`config.mk`:
```
export PLATFORM = sky130hd
export DESIGN_NAME = sparse_active_pixel_compaction_core
export DESIGN_NICKNAME = d
export VERILOG_FILES = /design/src/spac_pkg.sv /design/src/spac_ctrl.sv /design/src/spac_obuf.sv /design/src/sparse_active_pixel_compaction_core.sv
export SDC_FILE = /design/constraint.sdc
export NUM_CORES = 1
export LEC_CHECK = 0
export ABC_CLOCK_PERIOD_IN_PS = 10600
export BUFFER_PORTS_ARGS = -buffer_cell sky130_fd_sc_hd__buf_4
export CORE_MARGIN = 3
export CORE_UTILIZATION = 40
export CTS_CLUSTER_DIAMETER = 30
export DETAILED_ROUTE_END_ITERATION = 7
export PLACE_DENSITY = 0.62
export REMOVE_ABC_BUFFERS = 1
export SLEW_MARGIN = 25
export SYNTH_ARGS = -nofsm -noshare
export SYNTH_HDL_FRONTEND = slang
export SYNTH_HIERARCHICAL = 1
export SYNTH_SLANG_ARGS = --single-unit
```
`constraint.sdc`:
```
create_clock -name clk -period 10.6 [get_ports clk]
set_input_delay 2.12 -clock clk [delete_from_list [all_inputs] [get_ports clk]]
set_output_delay 2.12 -clock clk [all_outputs]
set_load 0.02 [all_outputs]
```
`src/spac_pkg.sv`:
```
// ----------------------------------------------------------------------------
// spac_pkg
// Shared widths, defaults and types of the sparse active-pixel compaction core.
// ----------------------------------------------------------------------------
package spac_pkg;

	localparam int HEIGHT_DEF   = 32;
	localparam int WIDTH_DEF    = 32;
	localparam int CHANNELS_DEF = 1;
	localparam int SLOTS_DEF    = 20;

	localparam int CHAN_W  = 16;
	localparam int THR_W   = 15;
	localparam int SLOT_W  = 6;
	localparam int SCNT_W  = 7;
	localparam int COORD_W = 7;
	localparam int POS_W   = 6;

	typedef struct packed {
		logic [SLOT_W-1:0]        slot;
		logic signed [CHAN_W-1:0] feat_zero;
		logic signed [CHAN_W-1:0] feat_one;
		logic signed [CHAN_W-1:0] feat_two;
		logic signed [CHAN_W-1:0] feat_three;
		logic [COORD_W-1:0]       row;
		logic [COORD_W-1:0]       col;
		logic                     last_slot;
	} spac_res_t;

	typedef struct packed {
		logic pad_busy;
		logic first_pixel;
	} spac_stat_t;

endpackage

```
`src/spac_ctrl.sv`:
```
// ----------------------------------------------------------------------------
// spac_ctrl
// Pixel scan tracking, active test, slot allocation and end-of-frame padding.
// ----------------------------------------------------------------------------
module spac_ctrl #(
	parameter int HEIGHT   = spac_pkg::HEIGHT_DEF,
	parameter int WIDTH    = spac_pkg::WIDTH_DEF,
	parameter int CHANNELS = spac_pkg::CHANNELS_DEF,
	parameter int SLOTS    = spac_pkg::SLOTS_DEF
) (
	input  logic                                clk,
	input  logic                                arst_n,
	input  logic [spac_pkg::THR_W-1:0]          threshold,
	input  logic                                in_valid,
	output logic                                in_stall,
	input  logic signed [spac_pkg::CHAN_W-1:0]  chan_zero,
	input  logic signed [spac_pkg::CHAN_W-1:0]  chan_one,
	input  logic signed [spac_pkg::CHAN_W-1:0]  chan_two,
	input  logic signed [spac_pkg::CHAN_W-1:0]  chan_three,
	input  logic                                frame_end,
	input  logic                                obuf_ready,
	output logic                                push,
	output spac_pkg::spac_res_t                 res,
	output spac_pkg::spac_stat_t                stat
);
	import spac_pkg::*;

	logic [POS_W-1:0]         row_q;
	logic [POS_W-1:0]         col_q;
	logic                     done_q;
	logic                     first_q;
	logic [SCNT_W-1:0]        slots_q;
	logic                     pad_q;
	logic [SLOT_W-1:0]        pad_slot_q;
	logic signed [CHAN_W-1:0] fp_one_q;
	logic signed [CHAN_W-1:0] fp_two_q;
	logic signed [CHAN_W-1:0] fp_three_q;

	logic                     take;
	logic                     above;
	logic                     hit;
	logic [SCNT_W-1:0]        slots_nx;
	logic                     col_wrap;
	logic                     scan_last;
	spac_res_t                pix_res;
	spac_res_t                pad_res;

	assign in_stall = pad_q | ~obuf_ready;
	assign take     = in_valid & ~in_stall;

	assign above    = chan_zero > $signed({1'b0, threshold});
	assign hit      = ~done_q & above & (slots_q < SCNT_W'(SLOTS));
	assign slots_nx = slots_q + SCNT_W'(hit);

	assign col_wrap  = col_q == POS_W'(WIDTH - 1);
	assign scan_last = col_wrap & (row_q == POS_W'(HEIGHT - 1));

	always_comb begin
		pix_res.slot       = slots_q[SLOT_W-1:0];
		pix_res.feat_zero  = chan_zero;
		pix_res.feat_one   = (CHANNELS > 1) ? chan_one : '0;
		pix_res.feat_two   = (CHANNELS > 2) ? chan_two : '0;
		pix_res.feat_three = (CHANNELS > 3) ? chan_three : '0;
		pix_res.row        = COORD_W'(row_q) + COORD_W'(1);
		pix_res.col        = COORD_W'(col_q) + COORD_W'(1);
		pix_res.last_slot  = slots_q == SCNT_W'(SLOTS - 1);

		// padding reuses channels 1..3 of the frame's first pixel
		pad_res.slot       = pad_slot_q;
		pad_res.feat_zero  = '0;
		pad_res.feat_one   = (CHANNELS > 1) ? fp_one_q : '0;
		pad_res.feat_two   = (CHANNELS > 2) ? fp_two_q : '0;
		pad_res.feat_three = (CHANNELS > 3) ? fp_three_q : '0;
		pad_res.row        = COORD_W'(1);
		pad_res.col        = COORD_W'(1);
		pad_res.last_slot  = pad_slot_q == SLOT_W'(SLOTS - 1);
	end

	assign push = pad_q ? obuf_ready : (take & hit);
	assign res  = pad_q ? pad_res : pix_res;

	assign stat.pad_busy    = pad_q;
	assign stat.first_pixel = first_q;

	always_ff @(posedge clk or negedge arst_n) begin
		if (!arst_n) begin
			row_q      <= '0;
			col_q      <= '0;
			done_q     <= 1'b0;
			first_q    <= 1'b1;
			slots_q    <= '0;
			pad_q      <= 1'b0;
			pad_slot_q <= '0;
		end else begin
			if (take) begin
				if (frame_end) begin
					row_q   <= '0;
					col_q   <= '0;
					done_q  <= 1'b0;
					first_q <= 1'b1;
					slots_q <= '0;
					if (slots_nx < SCNT_W'(SLOTS)) begin
						pad_q      <= 1'b1;
						pad_slot_q <= slots_nx[SLOT_W-1:0];
					end
				end else begin
					first_q <= 1'b0;
					slots_q <= slots_nx;
					// scan position saturates once the whole frame has been seen
					if (!done_q) begin
						if (scan_last) begin
							done_q <= 1'b1;
						end else if (col_wrap) begin
							col_q <= '0;
							row_q <= row_q + POS_W'(1);
						end else begin
							col_q <= col_q + POS_W'(1);
						end
					end
				end
			end
			if (pad_q && obuf_ready) begin
				if (pad_slot_q == SLOT_W'(SLOTS - 1)) begin
					pad_q <= 1'b0;
				end else begin
					pad_slot_q <= pad_slot_q + SLOT_W'(1);
				end
			end
		end
	end

	always_ff @(posedge clk) begin
		if (take && first_q) begin
			fp_one_q   <= chan_one;
			fp_two_q   <= chan_two;
			fp_three_q <= chan_three;
		end
	end

endmodule

```
`src/spac_obuf.sv`:
```
// ----------------------------------------------------------------------------
// spac_obuf
// Two-entry result buffer parting the scan logic from the output handshake.
// ----------------------------------------------------------------------------
module spac_obuf (
	input  logic                clk,
	input  logic                arst_n,
	input  logic                push,
	input  spac_pkg::spac_res_t push_res,
	output logic                ready,
	output logic                out_valid,
	input  logic                out_stall,
	output spac_pkg::spac_res_t out_res
);
	import spac_pkg::*;

	spac_res_t  mem_q [2];
	logic       wr_ptr_q;
	logic       rd_ptr_q;
	logic [1:0] count_q;
	logic       pop;

	assign ready     = count_q != 2'd2;
	assign out_valid = count_q != 2'd0;
	assign pop       = out_valid & ~out_stall;
	assign out_res   = mem_q[rd_ptr_q];

	always_ff @(posedge clk) begin
		if (push) begin
			mem_q[wr_ptr_q] <= push_res;
		end
	end

	always_ff @(posedge clk or negedge arst_n) begin
		if (!arst_n) begin
			wr_ptr_q <= 1'b0;
			rd_ptr_q <= 1'b0;
			count_q  <= 2'd0;
		end else begin
			if (push) begin
				wr_ptr_q <= ~wr_ptr_q;
			end
			if (pop) begin
				rd_ptr_q <= ~rd_ptr_q;
			end
			case ({push, pop})
				2'b10:   count_q <= count_q + 2'd1;
				2'b01:   count_q <= count_q - 2'd1;
				default: count_q <= count_q;
			endcase
		end
	end

endmodule

```
`src/sparse_active_pixel_compaction_core.sv`:
```
// ----------------------------------------------------------------------------
// sparse_active_pixel_compaction_core
// Compacts the first SLOTS active pixels of a raster frame into sparse slots.
// ----------------------------------------------------------------------------
// One pixel request can be taken every clock while in_stall is low. A pixel
// whose channel 0 exceeds the threshold is written, with its 1-based row and
// column, to the next free slot. The result is registered in a two-entry
// buffer before it reaches the output. The input is stalled in any cycle in
// which both entries are full, so under a steady result stream output stall
// passes back to the input. On the frame_end pixel every unfilled slot is
// emitted as padding, one slot per clock while the output is not stalled. The
// input is stalled while the padding is emitted. Scan position is kept as row
// and column counters.
module sparse_active_pixel_compaction_core #(
	parameter int HEIGHT   = spac_pkg::HEIGHT_DEF,
	parameter int WIDTH    = spac_pkg::WIDTH_DEF,
	parameter int CHANNELS = spac_pkg::CHANNELS_DEF,
	parameter int SLOTS    = spac_pkg::SLOTS_DEF
) (
	input  logic                                clk,
	input  logic                                arst_n,
	input  logic                                cfg_wr_en,
	input  logic [spac_pkg::THR_W-1:0]          cfg_wr_data,
	input  logic                                in_valid,
	output logic                                in_stall,
	input  logic signed [spac_pkg::CHAN_W-1:0]  chan_zero,
	input  logic signed [spac_pkg::CHAN_W-1:0]  chan_one,
	input  logic signed [spac_pkg::CHAN_W-1:0]  chan_two,
	input  logic signed [spac_pkg::CHAN_W-1:0]  chan_three,
	input  logic                                frame_end,
	output logic                                out_valid,
	input  logic                                out_stall,
	output logic [spac_pkg::SLOT_W-1:0]         slot,
	output logic signed [spac_pkg::CHAN_W-1:0]  feat_zero,
	output logic signed [spac_pkg::CHAN_W-1:0]  feat_one,
	output logic signed [spac_pkg::CHAN_W-1:0]  feat_two,
	output logic signed [spac_pkg::CHAN_W-1:0]  feat_three,
	output logic [spac_pkg::COORD_W-1:0]        row,
	output logic [spac_pkg::COORD_W-1:0]        col,
	output logic                                last_slot
);
	import spac_pkg::*;

	logic [THR_W-1:0] threshold_q;
	logic             obuf_ready;
	logic             push;
	spac_res_t        push_res;
	spac_res_t        out_res;
	spac_stat_t       stat;

	always_ff @(posedge clk or negedge arst_n) begin
		if (!arst_n) begin
			threshold_q <= '0;
		end else if (cfg_wr_en) begin
			threshold_q <= cfg_wr_data;
		end
	end

	spac_ctrl #(
		.HEIGHT   (HEIGHT),
		.WIDTH    (WIDTH),
		.CHANNELS (CHANNELS),
		.SLOTS    (SLOTS)
	) u_ctrl (
		.clk        (clk),
		.arst_n     (arst_n),
		.threshold  (threshold_q),
		.in_valid   (in_valid),
		.in_stall   (in_stall),
		.chan_zero  (chan_zero),
		.chan_one   (chan_one),
		.chan_two   (chan_two),
		.chan_three (chan_three),
		.frame_end  (frame_end),
		.obuf_ready (obuf_ready),
		.push       (push),
		.res        (push_res),
		.stat       (stat)
	);

	spac_obuf u_obuf (
		.clk       (clk),
		.arst_n    (arst_n),
		.push      (push),
		.push_res  (push_res),
		.ready     (obuf_ready),
		.out_valid (out_valid),
		.out_stall (out_stall),
		.out_res   (out_res)
	);

	assign slot       = out_res.slot;
	assign feat_zero  = out_res.feat_zero;
	assign feat_one   = out_res.feat_one;
	assign feat_two   = out_res.feat_two;
	assign feat_three = out_res.feat_three;
	assign row        = out_res.row;
	assign col        = out_res.col;
	assign last_slot  = out_res.last_slot;

	// no result is written into a full buffer
	a_no_overflow: assert property (@(posedge clk) disable iff (!arst_n)
		push |-> obuf_ready)
		else $error("result pushed into full output buffer");

	// the final slot always closes any padding burst
	a_last_ends_pad: assert property (@(posedge clk) disable iff (!arst_n)
		(push && push_res.last_slot) |=> !stat.pad_busy)
		else $error("padding continues after final slot");

	// padding is only produced with the scan position rewound to a new frame
	a_pad_after_end: assert property (@(posedge clk) disable iff (!arst_n)
		stat.pad_busy |-> stat.first_pixel)
		else $error("padding while a frame is in progress");

endmodule
```
==> After elaboration in Yosys (flattened, before gate mapping) <==
Memory sizes are Yosys's and may differ from the RTL's.
Index checks and enable logic that the tools add are counted.
{ "totals": {"reg_bits": 46, "inputBits": 85, "memories": 1, "output_inout_bits": 87, "ram_bits": 170} }
{ "memory_table": {"columns": ["memory", "words", "width", "read_ports", "rd_clocked_by_memory_dff", "write_ports", "line_no", "source"], "rows": [
  ["u_obuf.mem_q", 2, 85, 1, 0, 1, "spac_obuf.sv:17", "spac_res_t mem_q [2];"]
]} }
{ "classes": {"n_addsub": 8, "n_eq_ne": 9, "reduce_logical": 6, "bitwise_logic": 13, "order_cmp": 3, "n_mux": 27} }
{ "ops": {"columns": ["cell", "n"], "rows": [
  ["$mux 85", 1],
  ["$mux 6", 13],
  ["$add 6x1->6 const B", 3],
  ["$eq 6x5->1 const B", 3],
  ["$gt 16x16->1", 1],
  ["$add 6x1->7 const B", 2],
  ["$lt 7x5->1 const B", 2],
  ["$mux 1", 11],
  ["$add 7x1->7", 1],
  ["$eq 7x5->1 const B", 1],
  ["$mux 7", 1],
  ["$and 1x1->1", 6],
  ["$ne 2x2->1 const B", 3],
  ["$not 1->1", 6],
  ["$reduce_bool 2->1", 3],
  ["$pmux 2 s2", 1],
  ["$reduce_and 4->1", 1],
  ["$reduce_and 3->1", 1],
  ["$add 2x1->2 const B", 1],
  ["$eq 2x1->1 const B", 1],
  ["$eq 2x2->1 const B", 1],
  ["$sub 2x1->2 const B", 1],
  ["$logic_and 1x1->1", 1],
  ["$or 1x1->1", 1]
]} }

==> Logic depth before layout (Yosys ltp) <==
{ "depth": {"ltp_word": 10, "depth_mapped": 17, "ltp_nobuf": 16} }

==> Cells and area by module <==
Netlist, hierarchy kept.
{ "modules_own_cells": {"columns": ["mod", "n_inst", "area_per_inst_um2", "cells_each", "seq_area_each_um2"], "rows": [
  ["spac_obuf", 1, 6538.8, 282, 5205.0],
  ["spac_ctrl", 1, 2792.7, 346, 701.9],
  ["sparse_active_pixel_compaction_core", 1, 613.1, 32, 375.4]
]} }

==> Least setup slack after synthesis <==
OpenSTA, ideal clock, no wires.
{ "synth_path": {"path_type": "in2reg", "start": "input port chan_zero[1] in the netlist's numbering", "end": "memory u_obuf/mem_q[0][0] in the netlist's numbering (enable)", "setup_ps": 530, "path_buffers": 0, "t_arrival_ps": 6744, "path_slack_ps": 3326, "t_required_ps": 10070, "stages": 9, "cell_sequence": "ha_1 nor2b_1 o211ai_1 a21oi_1 a211oi_1 o21bai_1 a32o_1 inv_1 nor2_1"} }
{ "synth_via": {"elab_chain_len": 7} }
{ "synth_rtl": {"columns": ["element", "line_no", "source"], "rows": [
  ["start, declared", "sparse_active_pixel_compaction_core.sv:26", "input logic signed [spac_pkg::CHAN_W-1:0] chan_zero,"],
  ["$gt 16x16->1", "spac_ctrl.sv:51", "assign above = chan_zero > $signed({1'b0, threshold});"],
  ["$and 1x1->1 (2 in a row)", "spac_ctrl.sv:52", "assign hit = ~done_q & above & (slots_q < SCNT_W'(SLOTS));"],
  ["$and 1x1->1", "spac_ctrl.sv:79", "assign push = pad_q ? obuf_ready : (take & hit);"],
  ["$mux 1", "spac_ctrl.sv:79", null],
  ["via push", "sparse_active_pixel_compaction_core.sv:46", "logic push;"],
  ["$mux 1", "spac_obuf.sv:29", "if (push) begin"],
  ["$mux 1 (not written as such)", "spac_obuf.sv:30", "mem_q[wr_ptr_q] <= push_res;"],
  ["end, declared", "spac_obuf.sv:17", null]
]} }
The timed path passes the listed nets, and every way through them passes these cells.

==> Worst setup path in the final report <==
{ "layout_path": {"start": "input port chan_zero[6] in the netlist's numbering", "end": "memory u_obuf/mem_q[0][57] in the netlist's numbering (enable)"} }
Same word-level chain as after synthesis.

==> reports/qor.csv <==
stage,metric,value,unit
timing,slew_violations,0,
global_routing,groute.usage.overall,13.5,%
final_layout,nNetsFinal,913,
timing,grt_setup_unrepaired,false,
timing,worst_hold_slack,483,ps
global_routing,maximum_number_of_pins_on_one_net_before_global_route_repair,72,
drt,drc,0,
clocking,tritoncts,done,
final_layout,multiInputGateArea,3160,um^2
critical_path,timing.critical_path.cells,buf_4 > ha_1 > nand4_1 > a21oi_1 > a211oi_1 > o21bai_1 > a32o_1 > inv_1 > nor2_4 > buf_4,
synthesis,synth_cells,655,
pwr,power_per_cell_area,351,nW/um^2
clocking,post-cts-setup-buffer-count,0,
floorplan,floorplan.die_area,26700,um^2
global_routing,overflow,0,
drt,dr_total_vias,5467,
run_status,run_status,finished clean,
clocking,clkTransAtPathRegs,40,ps
drt,wl_per_cell,15.3,um
drt,routed_wirelength,17900,um
pwr,static-leakage-power,5.08,nW
clocking,clock_tree.root_cell,sky130_fd_sc_hd__clkbuf_16,
timing,max-slew-margin-rel,33.8,%
timing,clock_skew,23.6,ps
clocking,clk_latency,540,ps
critical_path,crit_path_max_incr_delay,780,ps
floorplan,die_w,163,um
placed_design,globalplace.congestion,0.730,
timing,setup-tns-final,0,ps
floorplan,die_y,163,um
synthesis,netlist_area,9900,um^2
synthesis,yosys_warn_count,6,
drt,post_drt_via_cell_ratio,4.68,
min_path,hold_path.class,flop to flop,
clocking,cts_hold_repair.buffers,0,
critical_path,cp-end-kind,flop,
final_layout,final_cell_area,12500,um^2
placed_design,dp_hpwl,11300,um
final_layout,final-seq-area,6260,um^2
drt,first_pass_iters,4,
timing,timing.final.setup_violations,0,
critical_path,critPathArrivalTime,5150,ps
clocking,cts_resized,0,
final_layout,layout-drive-gt1-share,39.0,%
pwr,p_sw,1.39,mW
critical_path,path_class,input pin to flop,
pwr,sw_frac_of_total,31.7,%
critical_path,critPathMostFrequentCell,sky130_fd_sc_hd__buf_4,
run,maxCapViolCount,0,
floorplan,ios,172,
clocking,num_clock_sinks,216,
global_routing,first_global_vias,5555,
timing,final.period_utilization,47.3,%
pwr,vdd_drop_max,0.171,mV
clocking,cts.htree.levels,2,
critical_path,crit_required,10740,ps
critical_path,setup.worst_path.start_class,input pin,
synthesis,synth.avg_cell_area,15.1,um^2
clocking,tritoncts.num_buffers,51,
timing,timing.final.crit_period,5010,ps
drt,first_iter_violations,258,
timing,max_freq,200,MHz
final_layout,area.growth.synth_to_final,26.7,%
placed_design,io_buffers,123,
timing,timing_worst_slew_pin_value,994,ps
global_routing,grt_pass1_wl,28200,um
placed_design,dpl-instance-area,10800,um^2
global_routing,grt_antenna_before_repair,0,
pwr,power.share.clock,33.8,%
timing,hold_violations,0,
critical_path,crit_fanout,62,
critical_path,worst_path_max_delay_cell,sky130_fd_sc_hd__buf_4,
final_layout,fillCellCount,2017,
pwr,intPower,3.01,mW
drt,route.antenna.remaining_nets,0,
floorplan,placeableCoreArea,23900,um^2
pwr,combPwrFrac,32.5,%
floorplan,initial_core_util,41.4,%
pwr,seq_power_share,33.7,%
clocking,ctsLongestPathBuffers,3,
floorplan,std_cell_rows,56,
## worst max-delay path: cells and delay by family
| kind | cells | cell delay, ps |
|---|---|---|
| simple gates | 2 | 800 |
| compound gates | 4 | 860 |
| buf+inv | 3 | 990 |
| fa+ha+maj | 1 | 310 |
## area by class of cell
cell class              count  area share [%]
diodes                      1          0.0200
clock inverters            34            2.77
inverters                  20           0.599
clock buffers              61            10.7
well taps                 319            3.18
multi-input cells         391            25.2
flip-flops and latches    216            49.9
repair buffers            127            7.60
## cells in the final DEF (no fill, tap or decap), drive strengths merged, types with 7 or more instances in the layout
cell / count
dfrtp: 46
nor3: 10
buf: 127
nand3: 13
a21oi: 21
nor2: 29
nand2: 32
edfxtp: 170
xor2: 10
ha: 21
o21ai: 18
clkinvlp: 7
nand2b: 8
inv: 22
nor2b: 19
clkinv: 20
clkbuf: 61
conb: 48
mux2: 107
## path summary, 6_finish.rpt
check | startpoint | cells past startpoint | slack [ps] | to
worst min-delay path | u_obuf/count_q[1] | 1 | 480 | u_obuf/count_q[1]
max in group asynchronous | arst_n | 1 | 8490 | u_obuf/rd_ptr_q
worst min register to register | u_obuf/count_q[1] | 1 | 480 | u_obuf/count_q[1]
min in group asynchronous | arst_n | 1 | 1620 | u_ctrl/row_q[0]
worst max-delay path | chan_zero[6] | 10 | 5590 | u_obuf/mem_q[0][57]
worst max register to register | threshold_q[6] | 10 | 6880 | u_obuf/mem_q[0][57]
## power groups by stage
| stage | Sequential [mW] | Clock (mW) | Combinational, mW |
|---|---|---|---|
| CTS | 1.49 | 1.52 | 1.47 |
| global route | 1.52 | 1.57 | 1.54 |
| detailed placement | 1.50 | 0 | 1.46 |
| finish | 1.48 | 1.49 | 1.43 |
| floorplan | 1.53 | 0 | 0.912 |
| global placement | 1.49 | 0 | 1.45 |
## per-layer routing
layer,global-route usage (%),wire [um],vias up
met3,3.85,1320,33
met2,23.6,8930,150
li1,-,-,2651
met5,0,0,-
met4,4.84,336,0
met1,16.0,7350,2633
## stage by stage
stage                     std cells  setup slack (ps)  util (%)  power [mW]
after floorplan                 627              3330         -        2.44
after global placement         1073              5010      45.4        2.94
after detailed placement       1073              5000      45.4        2.96
after CTS                      1168              5560      52.5        4.48
after global routing           1168              5360      52.5        4.64
final                          1169              5590      52.5        4.40
## flip-flops by register name (all words and copies together), names as in the netlist
| register | count |
|---|---|
| u_obuf/count_q | 2 |
| u_obuf/mem_q | 170 |
| u_ctrl/col_q | 6 |
| u_ctrl/slots_q | 7 |
| u_ctrl/pad_q | 1 |
| u_ctrl/done_q | 1 |
| u_ctrl/row_q | 6 |
| u_obuf/rd_ptr_q | 1 |
| threshold_q | 15 |
| u_ctrl/pad_slot_q | 6 |
| u_obuf/wr_ptr_q | 1 |
Note: power is estimated with default switching activity, not from simulation.
